[src/rtl/core/nbe_pkg.sv]
// ----------------------------------------------------------------------------
// N-body Euler step package
// Shared widths, reset values, codes and helper functions of the integrator.
// ----------------------------------------------------------------------------
package nbe_pkg;

  // Default build values.
  localparam int NUM_BODIES_DEF = 4;
  localparam int FRAC_BITS_DEF  = 16;

  // Fixed field widths.
  localparam int COORD_W       = 32;
  localparam int BODY_W        = 2;
  localparam int CFG_IDX_W     = 3;
  localparam int NUM_MASS_REGS = 4;
  localparam int MASS_IDX_W    = 2;

  // Width of the shared divide / square-root unit and its iteration counter.
  localparam int UW     = 64;
  localparam int ITER_W = 7;

  // Register reset values.
  localparam logic [31:0] GRAV_RST = 32'd39322;
  localparam logic [31:0] DT_RST   = 32'd2621;
  localparam logic [31:0] MASS_RST [NUM_MASS_REGS] = '{
    32'd589824000, 32'd262144000, 32'd98304, 32'd104858
  };

  // Configuration register indexes.
  typedef enum logic [CFG_IDX_W-1:0] {
    REG_GRAV  = 3'd0,
    REG_DT    = 3'd1,
    REG_MASS0 = 3'd2,
    REG_MASS1 = 3'd3,
    REG_MASS2 = 3'd4,
    REG_MASS3 = 3'd5
  } cfg_reg_t;

  // Request commands.
  localparam logic CMD_LOAD = 1'b0;
  localparam logic CMD_STEP = 1'b1;

  // Operating mode of the shared unit.
  typedef enum logic {
    MODE_DIV,
    MODE_SQRT
  } unit_mode_t;

  typedef struct packed {
    logic              start;
    unit_mode_t        mode;
    logic [ITER_W-1:0] iters;
  } unit_op_t;

  typedef struct packed {
    logic busy;
    logic done;
  } unit_stat_t;

  typedef struct packed {
    logic [31:0] val;
    logic        clip;
  } sat_t;

  // Clip a wide signed value to 32 bits signed and report whether it clipped.
  function automatic sat_t sat32(input logic signed [63:0] v);
    sat_t r;
    if (v > 64'sd2147483647) begin
      r.val  = 32'h7FFF_FFFF;
      r.clip = 1'b1;
    end else if (v < -64'sd2147483648) begin
      r.val  = 32'h8000_0000;
      r.clip = 1'b1;
    end else begin
      r.val  = v[31:0];
      r.clip = 1'b0;
    end
    return r;
  endfunction

  // Magnitude of a 32-bit signed value as a 32-bit unsigned value.
  function automatic logic [31:0] mag32(input logic [31:0] v);
    return v[31] ? (~v + 32'd1) : v;
  endfunction

endpackage

[src/rtl/core/nbe_divsqrt.sv]
// ----------------------------------------------------------------------------
// Shared divide / square-root unit
// Restoring long division and digit-by-digit integer square root over one
// compare-and-subtract stage, one quotient or root bit per cycle.
// ----------------------------------------------------------------------------
module nbe_divsqrt (
  input  logic                       clk,
  input  logic                       rst,
  input  nbe_pkg::unit_op_t          op,
  input  logic [nbe_pkg::UW-1:0]     rem0,
  input  logic [nbe_pkg::UW-1:0]     num0,
  input  logic [nbe_pkg::UW-1:0]     divisor,
  output nbe_pkg::unit_stat_t        stat,
  output logic [nbe_pkg::UW-1:0]     quo
);
  import nbe_pkg::*;

  unit_mode_t        mode_r;
  logic [UW-1:0]     rem;
  logic [UW-1:0]     num;
  logic [UW-1:0]     dvs;
  logic [UW-1:0]     q;
  logic [ITER_W-1:0] cnt;
  logic              busy;
  logic              done;

  logic [UW+1:0]     rem_sh;
  logic [UW+1:0]     trial;
  logic [UW+1:0]     diff;
  logic              ge;

  // One step: bring in the next dividend bit (or radicand bit pair) and try
  // the subtraction of the divisor (or of the trial root).
  always_comb begin
    if (mode_r == MODE_SQRT) begin
      rem_sh = {rem, num[UW-1:UW-2]};
      trial  = {q, 2'b01};
    end else begin
      rem_sh = {1'b0, rem, num[UW-1]};
      trial  = {2'b00, dvs};
    end
    ge   = (rem_sh >= trial);
    diff = rem_sh - trial;
  end

  // Iteration registers.
  always_ff @(posedge clk) begin
    if (rst) begin
      busy <= 1'b0;
      done <= 1'b0;
    end else begin
      done <= 1'b0;
      if (op.start) begin
        mode_r <= op.mode;
        rem    <= rem0;
        num    <= num0;
        dvs    <= divisor;
        q      <= '0;
        cnt    <= op.iters;
        busy   <= 1'b1;
      end else if (busy) begin
        rem <= ge ? diff[UW-1:0] : rem_sh[UW-1:0];
        q   <= {q[UW-2:0], ge};
        num <= (mode_r == MODE_SQRT) ? {num[UW-3:0], 2'b00} : {num[UW-2:0], 1'b0};
        cnt <= cnt - ITER_W'(1);
        if (cnt == ITER_W'(1)) begin
          busy <= 1'b0;
          done <= 1'b1;
        end
      end
    end
  end

  assign stat.busy = busy;
  assign stat.done = done;
  assign quo       = q;

`ifndef SYNTH
  a_no_restart: assert property (@(posedge clk) disable iff (rst)
    op.start |-> !busy)
    else $error("shared unit started while busy");

  a_done_after_last: assert property (@(posedge clk) disable iff (rst)
    (busy && !op.start && cnt == ITER_W'(1)) |=> (done && !busy))
    else $error("shared unit did not finish after its last iteration");
`endif

endmodule

[config.mk]
export PLATFORM = sky130hd
export DESIGN_NAME = nbe_divsqrt
export DESIGN_NICKNAME = d
export VERILOG_FILES = /design/src/rtl/core/nbe_pkg.sv /design/src/rtl/core/nbe_divsqrt.sv
export SDC_FILE = /design/constraint.sdc
export NUM_CORES = 1
export LEC_CHECK = 0
export BUFFER_PORTS_ARGS = -buffer_cell sky130_fd_sc_hd__buf_2
export CAP_MARGIN = 40
export CORE_AREA = 2 2 155 217
export CTS_CLUSTER_DIAMETER = 30
export DETAILED_ROUTE_END_ITERATION = 8
export DIE_AREA = 0 0 157 219
export GPL_ROUTABILITY_DRIVEN = 0
export HOLD_SLACK_MARGIN = 0.06
export PLACE_DENSITY = 0.77
export SYNTH_ARGS = -nofsm -noshare
export SYNTH_HDL_FRONTEND = slang
export SYNTH_SLANG_ARGS = --single-unit
[constraint.sdc]
create_clock -name clk -period 10.7 [get_ports clk]
set_clock_uncertainty 0.1 [all_clocks]
set_input_delay 0.535 -clock clk [delete_from_list [all_inputs] [get_ports clk]]
set_output_delay 0.535 -clock clk [all_outputs]
set_load 0.005 [all_outputs]
Word-level counts from Yosys, hierarchy flattened

Index checks and enable logic that the tools add are counted.

Register bits: 266
Output and inout bits: 66
Word-level logic and storage cells: 33

Add/subtract/negate cells: 2
$lt $le $gt $ge: 1
Eq/ne operators: 1
Muxes and demuxes: 15
Bitwise gates (word level): 2
Reduce and logical (&&, ||, !) cells: 4

Operators by type and width:

| operator                                            | number |
|---|---|
| two-way mux 64 bit                                  | 7 |
| two-way mux 66 bit                                  | 2 |
| >= comparator 66 bit                                | 1 |
| subtractor 64 bit                                   | 1 |
| two-way mux 7 bit                                   | 2 |
| equality test 7 x 1 -> 1 bit, second input constant | 1 |
| subtractor 7 x 1 -> 7 bit, second input constant    | 1 |
| two-way mux 1 bit                                   | 4 |
| AND reduction 2 bit                                 | 2 |
| OR reduction 3 bit                                  | 1 |
| NOT 1 bit                                           | 2 |
| nonzero test 2 bit                                  | 1 |

Logic depth before layout (Yosys ltp)

Word-level depth: 5
Gate-level depth with buffers: 19
Mapped depth without buffers: 13

Worst setup path before layout

Ideal clock, no wire load.

Path kind: input to register
Start: input port op[8] (netlist name)
End: register cnt[0] (enable)
Library setup time: 0.761 ns
Arrival: 9.427 ns
Required time: 9.839 ns
Setup slack: 0.412 ns
Stages on the path: 4
Path buffers: 2
Cell sequence: clkbuf_1 buf_1 nor2_1 nor2_1

Longest elaborated chain between the ends: 2

Ends and longest elaborated chain:

| item                                 | line              | source |
|---|---|---|
| start, declared                      | nbe_divsqrt.sv:9  | `input nbe_pkg::unit_op_t op,` |
| nonzero test 2 bit (no source line)  | -                 |  |
| AND reduction 2 bit (no source line) | -                 |  |
| end signal, assigned                 | nbe_divsqrt.sv:59 | `cnt <= op.iters;` |
| end signal, assigned                 | nbe_divsqrt.sv:65 | `cnt <= cnt - ITER_W'(1);` |
| end, declared                        | nbe_divsqrt.sv:23 | `logic [ITER_W-1:0] cnt;` |

No other way between the ends.
A chain may end at the register's enable or synchronous reset.

Worst setup path after layout

Start: register mode_r
End: register rem[9], data pin

Longest elaborated chain between the ends: 5

Ends and longest elaborated chain:

| item                                                             | line                                 | source |
|---|---|---|
| start, declared                                                  | nbe_divsqrt.sv:18                    | `unit_mode_t mode_r;` |
| start signal, assigned                                           | nbe_divsqrt.sv:54                    | `mode_r <= op.mode;` |
| two-way mux 66 bit                                               | nbe_divsqrt.sv:35                    | `if (mode_r == MODE_SQRT) begin` |
| subtractor 64 bit / >= comparator 66 bit (equally long branches) | nbe_divsqrt.sv:43, nbe_divsqrt.sv:42 |  |
| two-way mux 64 bit *                                             | nbe_divsqrt.sv:62                    | `rem <= ge ? diff[UW-1:0] : rem_sh[UW-1:0];` |
| two-way mux 64 bit *                                             | nbe_divsqrt.sv:61                    | `end else if (busy) begin` |
| two-way mux 64 bit *                                             | nbe_divsqrt.sv:53                    | `if (op.start) begin` |
| end signal, assigned                                             | nbe_divsqrt.sv:55                    | `rem <= rem0;` |
| end signal, assigned                                             | nbe_divsqrt.sv:62                    |  |
| end, declared                                                    | nbe_divsqrt.sv:19                    | `logic [UW-1:0] rem;` |

Mark *: on every way between the ends. The rest lies on a longest branch, timed or not. The select of a mux whose other input is x is not followed.

==> results.sh <==
export IMPL_cp_end_kind="flip-flop"
export IMPL_critPathRequiredTime_ns=10.86
export IMPL_multi_input_area_um2=8227
export IMPL_die_width_um=157
export IMPL_drtPass1Iterations=7
export IMPL_fp_dieH_um=219
export IMPL_fmax_ghz=0.1854
export IMPL_ys_warn_count=0
export IMPL_whs_ns=0.07994
export IMPL_rsz0062_at_grt="no"
export IMPL_power_mw=3.853
export IMPL_synth_top_cell_by_area="edfxtp_1"
export IMPL_whs_path_depth=1
export IMPL_clk_path_buf_depth=3
export IMPL_dieArea_um2=34380
export IMPL_wl_um=44930
export IMPL_postSynthAreaPerCell_um2=10.83
export IMPL_hold_viol=0
export IMPL_initialDrtViolationCount=1081
export IMPL_arrival_ns=5.55
export IMPL_power_density_nw_per_um2=186.9
export IMPL_cp_start_kind="flip-flop"
export IMPL_fin_nets=2102
export IMPL_io_buffers=268
export IMPL_cts_resized_gates=0
export IMPL_io_pins=269
export IMPL_cts_root_buffer="clkbuf_16"
export IMPL_path_class="reg -> reg"
export IMPL_core_um2=32300
export IMPL_clock_sinks=266
export IMPL_p_leak_nw=8.500
export IMPL_slew_headroom_pct=41.15
export IMPL_setup_viol=0
export IMPL_fin_area_um2=20620
export IMPL_tns_ns=0
export IMPL_cts_buffers=47
export IMPL_ir_drop_mv=0.2022
export IMPL_syn_nets=1812
export IMPL_tightest_slew_ns=0.8828
export IMPL_grt_usage_pct=25.54
export IMPL_grt_pass1_wl_um=69700
export IMPL_slew_viol_final=0
export IMPL_status="completed"
export IMPL_clk_pin_slew_ns=0.05
export IMPL_drv_cap=0
export IMPL_synth_area_leaders="edfxtp_1 (48%), mux2i_1 (7.8%), ha_1 (5.1%), mux2_2 (4.3%), nand2_1 (3.8%)"
export IMPL_final_antenna_net_count=0
export IMPL_final_util_pct=63.84
export IMPL_synth_seq_cells=266
export IMPL_start_util_pct=51.65
export IMPL_ys_types=73
export IMPL_async_reset_ff_share_pct=0
export IMPL_place_area_um2=18400
export IMPL_dpl_hpwl_um=31000
export IMPL_synth_ff_type="edfxtp_1"
export IMPL_syn_inst=1540
export IMPL_vias=13420
export IMPL_cp_max_fo=129
export IMPL_final_seq_area_um2=7968
export IMPL_synth_edf_count=264
export IMPL_grt_overflow_total=0
export IMPL_grt_max_degree=130
export IMPL_route_detailed_drc=0
export IMPL_ys_seq_area_share_pct=47.75
export IMPL_cts_tree="yes"
export IMPL_layout_drive_gt1_share_pct=24.51
export IMPL_htree_num_levels=2
export IMPL_first_global_vias=13560
export IMPL_netlist_area_um2=16680
export IMPL_hold_class="in -> reg"
export IMPL_reg2reg_depth=14
export IMPL_finalCritPeriodShare_pct=50.42
export IMPL_core_rowCount=78
export IMPL_fin_crit_ns=5.394
export IMPL_antenna_found_initial=0
export IMPL_avgRoutedWirePerCell_um=19.45
export IMPL_fillCellCount=2565
export IMPL_area_delta_synth_final_pct=23.59
export IMPL_synth_top_area_share_pct=47.51
export IMPL_clk_latency_ns=0.56
export IMPL_via_per_inst=5.810
sequential cells by signal (all words and copies together) (netlist names):
name,cells
busy,1
cnt,7
done,1
dvs,64
mode_r,1
num,64
quo,64
rem,64
timing repair:
action	in CTS	in global routing
hold endpoints to repair	59	0
hold buffers	59	0
buffers inserted	0	0
power breakdown:
part | internal [mW] | total, mW | switching (mW) | leakage [nW]
clock network | 0.970 | 1.52 | 0.551 | 0.799
logic | 0.431 | 1.03 | 0.601 | 5.16
registers | 1.26 | 1.30 | 0.0419 | 2.54
total | 2.66 | 3.85 | 1.19 | 8.50
layer usage:
metal | track usage (%) | vias to the layer above | part of all wire, %
li1 | - | 6381 | -
met1 | 29.80 | 6462 | 39
met2 | 46.73 | 482 | 52
met3 | 4.107 | 96 | 5.7
met4 | 9.572 | 0 | 3.3
met5 | 0 | - | 0
cell usage after synthesis (5+ instances only):
cell       count
buf_1          8
o21ai_0      108
a21oi_1      122
o21ai_1       10
o21a_1        14
o211ai_1       8
clkbuf_1      68
buf_2         17
nand2b_1       8
nand2_1      167
xnor2_1       33
edfxtp_1     264
or2_2          6
a221o_1       12
mux2_2        63
inv_1         14
nor3_1        19
buf_4         11
mux2i_1      130
nor2_1        62
a31oi_1        9
and3_1        14
nand4_1       20
o21bai_1      10
a21o_1        39
nand3_1       15
nor2b_1       77
and4_1         5
xor2_1        25
a211oi_1       8
a2bb2oi_1     40
ha_1          68
worst max-delay path, cell delays in order (launching register included):
cell and delay [ns]:
edfxtp_1 0.40, buf_12 0.66, mux2_2 0.45, ha_1 0.43
and3_1 0.21, nor2b_4 0.18, nand3_1 0.12, or3_4 0.43
nor3_4 0.15, a31oi_4 0.16, a21oi_4 0.23, a21o_1 0.60
buf_4 0.49, mux2i_1 0.29, a21oi_1 0.12
cell families (layout without fill, tap and decap cells):
logic type               count (synthesis)  in the layout  share of synthesized area [%]
AO/OA/AOI/OAI                          421            421                          16.64
XOR/XNOR                                58             58                          3.045
adder cells (fa/ha/maj)                 69             69                          5.219
buffers and inverters                  118            447                          3.030
flip-flops                             266            266                          47.75
multiplexers                           193            193                          12.05
other                                    0              1                              0
AND/OR/NAND/NOR                        415            415                          12.26
path summary, 6_finish.rpt:
| check | startpoint | end | slack, ns |
|---|---|---|---|
| max reg2reg | mode_r | rem[9] | 5.31 |
| max | mode_r | rem[9] | 5.31 |
| min reg2reg | busy | done | 0.44 |
| min | divisor[24] | dvs[24] | 0.08 |
final cells by class:
| cell class | count | share of cell area (%) |
|---|---|---|
| multi-input cells | 1156 | 39.89 |
| clock inverters | 37 | 1.929 |
| repair buffers | 345 | 10.62 |
| flip-flops and latches | 266 | 38.64 |
| diodes | 1 | 0.01214 |
| inverters | 14 | 0.2548 |
| well taps | 440 | 2.670 |
| clock buffers | 51 | 5.977 |
through the flow:
stage	std cells	setup WS, ns
2_1_floorplan	1540	0.4117
3_3_place_gp	2154	5.471
3_5_place_dp	2162	5.330
4_1_cts	2309	5.237
5_1_grt	2309	5.022
6_report	2310	5.306
placed cells by master, fill, tap and decap left out, drive strengths merged, types with 52 or more instances in the layout:
| cell type | n |
|---|---|
| edfxtp | 264 |
| a21oi | 124 |
| mux2i | 130 |
| clkbuf | 52 |
| ha | 68 |
| nor2 | 62 |
| dlygate4sd3 | 59 |
| o21ai | 118 |
| buf | 285 |
| nor2b | 79 |
| nand2 | 167 |
| mux2 | 63 |
Power figures use the tool's default switching activity.
